### src/rtl/core/sdp_pkg.sv
// ----------------------------------------------------------------------------
// sdp_pkg
// Shared types and constants for the steering differential PWM block.
// ----------------------------------------------------------------------------
package sdp_pkg;

    localparam int unsigned SAMPLE_W = 10;
    localparam int unsigned DUTY_W   = 7;
    localparam int unsigned COUNT_W  = 7;
    localparam int unsigned ZONE_W   = 3;

    localparam logic [COUNT_W-1:0] PERIOD_RESET = 7'd100;

    // Register byte addresses on the configuration port
    localparam logic [2:0] ADDR_PWM_PERIOD = 3'd0;

    // x / 10 == (x * 205) >> 11 for every 10-bit x
    localparam logic [7:0] OUTER_MULT  = 8'd205;
    localparam int unsigned OUTER_SHIFT = 11;

    // n / 100 == (n * 5243) >> 19 for n up to 1023 * 9
    localparam int unsigned INNER_SHIFT = 19;
    localparam int unsigned MULT_W      = 16;

    // Side and duty values handed from the duty calculator to the top level
    typedef struct packed {
        logic              steer_right;
        logic [DUTY_W-1:0] left_duty;
        logic [DUTY_W-1:0] right_duty;
    } duty_result_t;

    // Combined constant (10 - reduction) * 5243 for each angle zone
    function automatic logic [MULT_W-1:0] inner_mult(input logic [ZONE_W-1:0] zone);
        logic [MULT_W-1:0] m;
        unique case (zone)
            3'd0, 3'd7: m = 16'd31458;  // reduction 4
            3'd1, 3'd6: m = 16'd36701;  // reduction 3
            3'd2, 3'd5: m = 16'd41944;  // reduction 2
            3'd3, 3'd4: m = 16'd47187;  // reduction 1
            default:    m = 16'd47187;
        endcase
        return m;
    endfunction

endpackage

### src/rtl/core/sdp_duty_calc.sv
// ----------------------------------------------------------------------------
// sdp_duty_calc
// Outer and inner wheel duties from throttle and steering angle.
// ----------------------------------------------------------------------------
module sdp_duty_calc
(
    input  logic [sdp_pkg::SAMPLE_W-1:0] throttle,
    input  logic [sdp_pkg::SAMPLE_W-1:0] angle,
    output sdp_pkg::duty_result_t        result
);

    logic [sdp_pkg::ZONE_W-1:0]   zone;
    logic [17:0]                  outer_prod;
    logic [25:0]                  inner_prod;
    logic [sdp_pkg::DUTY_W-1:0]   outer_duty;
    logic [sdp_pkg::DUTY_W-1:0]   inner_duty;

    assign zone       = angle[sdp_pkg::SAMPLE_W-1 -: sdp_pkg::ZONE_W];
    assign outer_prod = 18'(throttle) * 18'(sdp_pkg::OUTER_MULT);
    assign inner_prod = 26'(throttle) * 26'(sdp_pkg::inner_mult(zone));

    assign outer_duty = outer_prod[sdp_pkg::OUTER_SHIFT +: sdp_pkg::DUTY_W];
    assign inner_duty = inner_prod[sdp_pkg::INNER_SHIFT +: sdp_pkg::DUTY_W];

    // Steering right puts the right wheel on the inside of the turn
    always_comb
    begin
        result.steer_right = zone[sdp_pkg::ZONE_W-1];
        if (zone[sdp_pkg::ZONE_W-1])
        begin
            result.left_duty  = outer_duty;
            result.right_duty = inner_duty;
        end
        else
        begin
            result.left_duty  = inner_duty;
            result.right_duty = outer_duty;
        end
    end

endmodule

### src/rtl/core/steering_differential_pwm.sv
// ----------------------------------------------------------------------------
// steering_differential_pwm
// Electronic differential for two motors with counter-based PWM outputs.
// ----------------------------------------------------------------------------
//
//  channel   direction  payload
//  --------  ---------  ------------------------------------------------------
//  s_*       in         tuser: func (0 tick, 1 sample); tdata[9:0]: adc_value
//  m_*       out        tdata: left_pwm, right_pwm, steer_led_off,
//                              left_duty[6:0], right_duty[6:0]
//  APB       in/out     pwm_period at byte address 0
//
//  One item per cycle sustained while m_tready stays high; each input beat
//  passes the input register, then the state registers that drive m_tdata.
//  The duty multiply by a per-zone constant sets the longest path.
//  Reset clears the PWM counter, both samples, both duties and all pins, and
//  sets the period to 100. A stalled result holds the state registers and
//  the input register; s_tready drops only when both are occupied.
//
module steering_differential_pwm
(
    input  logic        clk,
    input  logic        rst_n,

    input  logic        s_tvalid,
    output logic        s_tready,
    input  logic [15:0] s_tdata,   // [9:0] adc_value, [15:10] zero
    input  logic        s_tuser,   // [0] func

    output logic        m_tvalid,
    input  logic        m_tready,
    output logic [23:0] m_tdata,   // [0] left_pwm, [1] right_pwm, [2] steer_led_off,
                                   // [9:3] left_duty, [16:10] right_duty, [23:17] zero

    input  logic        psel,
    input  logic        penable,
    input  logic        pwrite,
    input  logic [2:0]  paddr,
    input  logic [31:0] pwdata,
    output logic [31:0] prdata,
    output logic        pready
);

    localparam int unsigned SW = sdp_pkg::SAMPLE_W;
    localparam int unsigned DW = sdp_pkg::DUTY_W;
    localparam int unsigned CW = sdp_pkg::COUNT_W;

    // Configuration
    logic [CW-1:0] period_reg;
    logic          cfg_write;

    // Input register
    logic          in_valid_reg;
    logic          in_func_reg;
    logic [SW-1:0] in_adc_reg;

    // Block state, which also forms the result register
    logic          out_valid_reg;
    logic          out_valid_next;
    logic [CW-1:0] count_reg;
    logic [CW-1:0] count_next;
    logic [SW-1:0] throttle_reg;
    logic [SW-1:0] throttle_next;
    logic [SW-1:0] angle_reg;
    logic [SW-1:0] angle_next;
    logic          next_is_angle_reg;
    logic          next_is_angle_next;
    logic [DW-1:0] left_duty_reg;
    logic [DW-1:0] left_duty_next;
    logic [DW-1:0] right_duty_reg;
    logic [DW-1:0] right_duty_next;
    logic          left_pwm_reg;
    logic          left_pwm_next;
    logic          right_pwm_reg;
    logic          right_pwm_next;
    logic          led_reg;
    logic          led_next;

    logic          s_accept;
    logic          advance;
    logic [CW:0]   tick_count;
    logic [SW-1:0] calc_throttle;
    logic [SW-1:0] calc_angle;

    sdp_pkg::duty_result_t duty_result;

    // ------------------------------------------------------------------
    // APB register file: one register, writes on the access phase
    // ------------------------------------------------------------------
    assign pready    = 1'b1;
    assign cfg_write = psel && penable && pwrite && pready
                       && (paddr == sdp_pkg::ADDR_PWM_PERIOD);

    always_comb
    begin
        if (paddr == sdp_pkg::ADDR_PWM_PERIOD)
            prdata = {{(32-CW){1'b0}}, period_reg};
        else
            prdata = 32'd0;
    end

    always_ff @(posedge clk or negedge rst_n)
    begin
        if (!rst_n)
            period_reg <= sdp_pkg::PERIOD_RESET;
        else if (cfg_write)
            period_reg <= pwdata[CW-1:0];
    end

    // ------------------------------------------------------------------
    // Handshake: the input register drains into the state whenever the
    // previous result is gone or is leaving this cycle
    // ------------------------------------------------------------------
    assign advance  = in_valid_reg && (!out_valid_reg || m_tready);
    assign s_tready = !in_valid_reg || advance;
    assign s_accept = s_tvalid && s_tready;

    always_ff @(posedge clk or negedge rst_n)
    begin
        if (!rst_n)
            in_valid_reg <= 1'b0;
        else if (s_accept || advance)
            in_valid_reg <= s_accept;
    end

    // Payload needs no reset
    always_ff @(posedge clk)
    begin
        if (s_accept)
        begin
            in_func_reg <= s_tuser;
            in_adc_reg  <= s_tdata[SW-1:0];
        end
    end

    // ------------------------------------------------------------------
    // Duty recompute: the arriving sample replaces throttle or angle
    // ------------------------------------------------------------------
    assign calc_throttle = next_is_angle_reg ? throttle_reg : in_adc_reg;
    assign calc_angle    = next_is_angle_reg ? in_adc_reg   : angle_reg;

    sdp_duty_calc u_duty_calc
    (
        .throttle (calc_throttle),
        .angle    (calc_angle),
        .result   (duty_result)
    );

    // Tick: compare the incremented count, then wrap at or above the period
    assign tick_count = {1'b0, count_reg} + {{CW{1'b0}}, 1'b1};

    always_comb
    begin
        count_next         = count_reg;
        throttle_next      = throttle_reg;
        angle_next         = angle_reg;
        next_is_angle_next = next_is_angle_reg;
        left_duty_next     = left_duty_reg;
        right_duty_next    = right_duty_reg;
        left_pwm_next      = left_pwm_reg;
        right_pwm_next     = right_pwm_reg;
        led_next           = led_reg;

        if (advance)
        begin
            if (!in_func_reg)
            begin
                left_pwm_next  = tick_count < {1'b0, left_duty_reg};
                right_pwm_next = tick_count < {1'b0, right_duty_reg};
                if (tick_count >= {1'b0, period_reg})
                    count_next = '0;
                else
                    count_next = tick_count[CW-1:0];
            end
            else
            begin
                throttle_next      = calc_throttle;
                angle_next         = calc_angle;
                next_is_angle_next = !next_is_angle_reg;
                left_duty_next     = duty_result.left_duty;
                right_duty_next    = duty_result.right_duty;
                led_next           = duty_result.steer_right;
            end
        end
    end

    always_comb
    begin
        if (advance)
            out_valid_next = 1'b1;
        else if (m_tready)
            out_valid_next = 1'b0;
        else
            out_valid_next = out_valid_reg;
    end

    always_ff @(posedge clk or negedge rst_n)
    begin
        if (!rst_n)
        begin
            out_valid_reg     <= 1'b0;
            count_reg         <= '0;
            throttle_reg      <= '0;
            angle_reg         <= '0;
            next_is_angle_reg <= 1'b0;
            left_duty_reg     <= '0;
            right_duty_reg    <= '0;
            left_pwm_reg      <= 1'b0;
            right_pwm_reg     <= 1'b0;
            led_reg           <= 1'b0;
        end
        else
        begin
            out_valid_reg     <= out_valid_next;
            count_reg         <= count_next;
            throttle_reg      <= throttle_next;
            angle_reg         <= angle_next;
            next_is_angle_reg <= next_is_angle_next;
            left_duty_reg     <= left_duty_next;
            right_duty_reg    <= right_duty_next;
            left_pwm_reg      <= left_pwm_next;
            right_pwm_reg     <= right_pwm_next;
            led_reg           <= led_next;
        end
    end

    // The state only moves on advance, and advance waits for the previous
    // beat to leave, so the state registers are the result beat itself
    assign m_tvalid = out_valid_reg;
    assign m_tdata  = {7'd0, right_duty_reg, left_duty_reg,
                       led_reg, right_pwm_reg, left_pwm_reg};

`ifndef SYNTHESIS
    a_duty_range: assert property (@(posedge clk) disable iff (!rst_n)
        (left_duty_reg <= 7'd102) && (right_duty_reg <= 7'd102))
        else $error("duty above 102");

    a_outer_ge_inner: assert property (@(posedge clk) disable iff (!rst_n)
        led_reg ? (left_duty_reg >= right_duty_reg) : (right_duty_reg >= left_duty_reg))
        else $error("inner wheel duty exceeds outer wheel duty");

    a_sample_toggles: assert property (@(posedge clk) disable iff (!rst_n)
        advance && in_func_reg |=> next_is_angle_reg != $past(next_is_angle_reg))
        else $error("sample did not alternate throttle and angle");

    a_tick_count: assert property (@(posedge clk) disable iff (!rst_n)
        advance && !in_func_reg |=>
            (count_reg == '0) || (count_reg == $past(count_reg) + 7'd1))
        else $error("counter neither wrapped nor advanced by one");

    a_input_holds: assert property (@(posedge clk) disable iff (!rst_n)
        in_valid_reg && out_valid_reg && !m_tready |=> in_valid_reg && $stable(in_adc_reg))
        else $error("input register dropped an item while stalled");
`endif

endmodule
### config.mk
export PLATFORM = sky130hd
export DESIGN_NAME = steering_differential_pwm
export DESIGN_NICKNAME = d
export VERILOG_FILES = /design/src/rtl/core/sdp_pkg.sv /design/src/rtl/core/sdp_duty_calc.sv /design/src/rtl/core/steering_differential_pwm.sv
export SDC_FILE = /design/constraint.sdc
export NUM_CORES = 1
export LEC_CHECK = 0
export ABC_AREA = 1
export BUFFER_PORTS_ARGS = -buffer_cell sky130_fd_sc_hd__buf_2
export CAP_MARGIN = 40
export CORE_AREA = 2 2 126 159
export CTS_CLUSTER_SIZE = 24
export DETAILED_ROUTE_END_ITERATION = 16
export DIE_AREA = 0 0 128 161
export GPL_TIMING_DRIVEN = 0
export PLACE_DENSITY = 0.77
export SLEW_MARGIN = 30
export SYNTH_ARGS = -nofsm -noshare
export SYNTH_HDL_FRONTEND = slang
export SYNTH_SLANG_ARGS = --single-unit
### constraint.sdc
create_clock -name clk -period 7.1 [get_ports clk]
set_input_delay 1.42 -clock clk [delete_from_list [all_inputs] [get_ports clk]]
set_output_delay 1.42 -clock clk [all_outputs]
set_load 0.01 [all_outputs]
Word-level counts from Yosys, hierarchy flattened
Memories as Yosys holds them, arrays and structs flattened.
Cells that the tools add are included.

operators by class
  div/mod/pow operators = 0
  multiply operators = 2
  shift operators = 0
  order comparisons = 3
  bitwise gates (word level) = 1
  eq/ne operators = 0
  muxes and demuxes = 7
  add/sub/neg operators = 1
  reduce and logical (&&, ||, !) cells = 16

operators with widths
  operator                                            count
  multiplier 10 x 16 -> 26 bit                        1
  two-way mux 10 bit                                  2
  multiplier 10 x 8 -> 18 bit, second input constant  1
  < comparator 8 x 7 -> 1 bit                         2
  two-way mux 14 bit                                  1
  two-way mux 7 bit                                   2
  adder 7 x 1 -> 8 bit, second input constant         1
  greater-or-equal comparator 8 x 7 -> 1 bit          1
  logical AND 1 bit                                   5
  AND reduction 2 bit                                 2
  zero test 1 bit                                     3
  zero test 3 bit                                     1
  logical OR 1 bit                                    3
  AND reduction 3 bit                                 1
  two-way mux 1 bit                                   2
  nonzero test 2 bit                                  1
  inverter 1 bit                                      1

storage, ports and cells
  memory bits (writable) = 0
  latch bits = 0
  memory bits (read-only) = 120
  input port bits = 59
  flip-flop bits (word level) = 65
  logic and storage cells = 46
  memories = 1
  output and inout port bits = 59

memories
  memory           words  width  read ports  clocked after memory_dff  write ports  RTL line       RTL
  (no name shown)  8      15     1           0                         0            sdp_pkg.sv:35  unique case (zone)

Longest topological paths before layout
  depth in word-level cells = 6
  depth in mapped cells = 34
  depth with buffers taken out = 32

Modules after synthesis
Synthesis repeated with hierarchy kept, for this count alone.

second synthesis, totals
  cell total of the unflattened synthesis = 1394
  area total of the unflattened synthesis = 10582.6 sq um

modules (own cells, without submodules)
  module                     instances  seq. area each (sq um)  cells each  area each (sq um)
  sdp_duty_calc              1          0.0                     950         6906.6
  steering_differential_pwm  1          1685.4                  444         3676.0

Worst setup path after synthesis
Ideal clock, no wire load.

  kind = reg-to-reg
  from = register next_is_angle_reg
  to = register left_duty_reg[0]
  cell stages (with the launch flop) = 30
  slack = 0.966 ns
  arrival time = 6.010 ns
  period minus slack after synthesis = 6.134 ns
  buffers on the path = 4
  cell sequence = dfrtp_1 -> buf_6 -> inv_6 -> buf_8 -> or2_2 -> o21ai_0 -> ha_1 -> clkbuf_1 -> inv_1 -> clkbuf_1 -> nor2_1 -> fa_1 -> inv_1 -> fa_1 -> inv_1 -> fa_1 -> fa_1 -> inv_1 -> fa_1 -> inv_1 -> ha_1 -> nand2_1 -> inv_1 -> a21oi_1 -> o21ai_0 -> nand2_1 -> nand3_1 -> or2_1 -> nand3_1 -> nand3_1

between the ends
  word-level cells in the longest chain between the ends = 4

ends and longest elaborated chain
  item                          RTL line                          RTL
  start, declared               steering_differential_pwm.sv:66   logic next_is_angle_reg;
  start signal, assigned        steering_differential_pwm.sv:218  next_is_angle_reg <= next_is_angle_next;
  two-way mux 10 bit            steering_differential_pwm.sv:140  assign calc_angle = next_is_angle_reg ? in_adc_reg : angle_reg;
  memory (8 x 15 bit)           --
  multiplier 10 x 16 -> 26 bit  sdp_duty_calc.sv:20               assign inner_prod = 26'(throttle) * 26'(sdp_pkg::inner_mult(zone));
  two-way mux 14 bit (*)        sdp_duty_calc.sv:29               if (zone[sdp_pkg::ZONE_W-1])
  end signal, assigned          steering_differential_pwm.sv:219  left_duty_reg <= left_duty_next;
  end, declared                 steering_differential_pwm.sv:68   logic [DW-1:0] left_duty_reg;

Every way passes the cells marked *; elsewhere a longest branch is shown, timed or not.
A chain may end at the register's enable or synchronous reset.

Worst setup path in the final report
  from = register next_is_angle_reg
  to = register right_duty_reg[4]

between the ends
  word-level cells in the longest chain between the ends = 4

ends and longest elaborated chain
  item                          RTL line                          RTL
  two-way mux 10 bit            steering_differential_pwm.sv:140
  memory (8 x 15 bit)           --
  multiplier 10 x 16 -> 26 bit  sdp_duty_calc.sv:20
  two-way mux 14 bit (*)        sdp_duty_calc.sv:29
  end signal, assigned          steering_differential_pwm.sv:220  right_duty_reg <= right_duty_next;
  end, declared                 steering_differential_pwm.sv:70   logic [DW-1:0] right_duty_reg;

Marks and branches as above.

==> metrics.yaml <==
grt:
  grt_max_degree: 47
  antenna_found_initial: 0
  overflow: 0
  grt_pass1_vias: 8447
  grt_pass1_wl_um: 40900
  gr-usage-all-layers_pct: 25.3
timing:
  tightest_slew_ns: 0.685
  tns_ns: 0
  setup_slack_ns: 0.345
  rsz0062_at_grt: "false"
  finalCritPeriodShare_pct: 95.1
  slew_headroom_pct: 53.9
  period_minus_slack_ns: 6.76
  hold_violations: 0
  final.setup_skew_ns: 0.00758
  fmax_mhz: 148
  drv_slew: 0
  setup_violations: 0
worst_hold_path:
  hold_path.class: "reg2reg"
synthesis:
  synthDominantCellAreaShare_pct: 25.3
  yosys_warnings: 0
  yosysSeqAreaShare_pct: 15.1
  synthesis.area_mm2: 0.00982
  synth.distinct_cells: 48
  yosys.cell_count.top_type: "inv_1"
  synth_async_sr_flop_share_pct: 80.7
  synth_area_leader_cell: "fa_1"
  synthTopCellsByCount: "282 x inv_1, 209 x nand2_1, 137 x ha_1"
  ys.flop_type: "dfrtp_1"
  avgSynthCellArea_um2: 8.01
  synth_area_leaders: "fa_1 25%, ha_1 17%, dfrtp_1 11%, inv_1 11%, nand2_1 8.0%"
  synth-edff-count: 11
  synth_cells: 1226
  ys_seq_elements: 57
clock_network:
  clk_latency_ns: 0.33
  htree_num_levels: 3
  cts_sinks: 57
  cts_hold_buffers: 0
  clk_pin_slew_worst_paths_ns: 0.05
  post_cts_buffers: 0
  clock_path_buffers: 2
  cts_made_buffers: 9
  clock-root-buffer: "clkbuf_16"
  cts_tree: "built"
worst_setup_path:
  critPathRequiredTime_ns: 7.30
  critPathLaunchType: "register"
  endpoint_kind: "register"
  crit_fanout: 10
  reg2reg_slack_ns: 0.34
  crit_type: "reg2reg"
  cp.arrival_ns: 6.96
routing:
  antenna_left: 0
  drt-wirelength-per-cell_um: 15.7
  vias_per_cell: 5.21
  drt_pass1_iterations: 5
  wl_um: 24600
  drc: 0
  drt-initial-drc-count: 636
  vias: 8139
final_layout:
  diodes: 0
  layout-drive-gt1-share_pct: 12.0
  nets: 1642
  area_delta_synth_final_pct: 9.77
die:
  start_util_pct: 51.4
  fp.dieW_um: 128
  fp.dieH_um: 161
  placementRows: 57
  coreArea_mm2: 0.0191
  boundaryPins: 118
  dieArea_mm2: 0.0206
status:
  status: "completed"
placed_design:
  post-place-ws_ns: -0.227
  hpwl_um: 21100
  portBuffers: 53
  place.gp.congestion: 0.980
job:
  max_cap_violations: 0
[cell families (layout without fill, tap and decap cells)]
logic type	Yosys count	in the layout	share of synthesized area (%)
AND/OR/NAND/NOR	429	429	18.7
AO/OA/AOI/OAI	130	130	7.69
flip-flops	57	57	15.1
buffers and inverters	337	407	14.8
other	2	33	0.0765
adder cells (fa/ha/maj)	261	261	42.7
XOR/XNOR	10	10	0.892
[cell type report]
cell class	instances	area [µm²]
inverters	283	1070
multi-input cells	863	7010
clock buffers	15	258
plain buffers	53	382
fillers	1779	8330
repair buffers	55	278
clock inverters	1	5.00
well taps	236	295
flip-flops and latches	57	1490
[worst paths after layout]
check / endpoint / from / depth (start not counted)
max: right_duty_reg[4] / next_is_angle_reg / 27
max in group asynchronous: left_duty_reg[4] / rst_n / 1
min reg2reg: throttle_reg[4] / throttle_reg[4] / 2
max reg2reg: right_duty_reg[4] / next_is_angle_reg / 27
min: throttle_reg[4] / throttle_reg[4] / 2
min in group asynchronous: throttle_reg[4] / rst_n / 1
[cell usage in the layout, fill, tap and decap left out, types with 43 or more instances in the layout]
cell     Yosys  routed
buf_2        7      61
ha_1       137     136
nand2_1    209     209
nor2_1     109     109
inv_1      282     281
dfrtp_1     43      43
fa_1       124     124
o21ai_0     51      50
nand3_1     60      60
[stage by stage]
stage | util (%) | instance area, µm² | instances | hold slack [ns]
after floorplan | - | 9940 | 1257 | 0.446
after global placement | 54.9 | 10500 | 1546 | 0.459
after detailed placement | 55.0 | 10500 | 1547 | 0.468
after CTS | 56.4 | 10800 | 1563 | 0.480
after global routing | 56.4 | 10800 | 1563 | 0.515
final | 56.4 | 10800 | 1563 | 0.481
[timing repair]
action	CTS	global route
setup endpoints to repair	14	14
cloned	0	0
resized for setup	2	6
hold endpoints to repair	0	0
[per-layer routing]
layer / part of all wire, % / vias to the layer above / wire, µm / track usage [%]
li1: - / 3918 / - / -
met1: 38 / 3784 / 9440 / 29.4
met2: 49 / 342 / 12000 / 44.3
met3: 7.2 / 95 / 1780 / 4.64
met4: 5.7 / 0 / 1390 / 12.8
met5: 0 / - / 0 / 0
[critical path: stages (launching register included)]
cell	delay (ns)
dfrtp_1	0.34
buf_6	0.15
inv_6	0.06
buf_8	0.13
or2_2	0.28
o21ai_2	0.14
ha_2	0.44
inv_1	0.19
buf_2	0.31
nand2_1	0.21
fa_1	0.60
inv_1	0.06
fa_1	0.52
fa_1	0.45
fa_1	0.57
inv_1	0.07
fa_1	0.53
inv_1	0.04
ha_1	0.34
nand2_1	0.09
nor2_1	0.18
inv_1	0.08
nor4_1	0.28
nand3_1	0.18
nand2_1	0.10
nand2_1	0.08
nand3_1	0.14
nand3_1	0.09
Power is left out: the tool's default activity adds up to more than one toggle a clock period on the data nets, which glitch-free logic cannot reach.
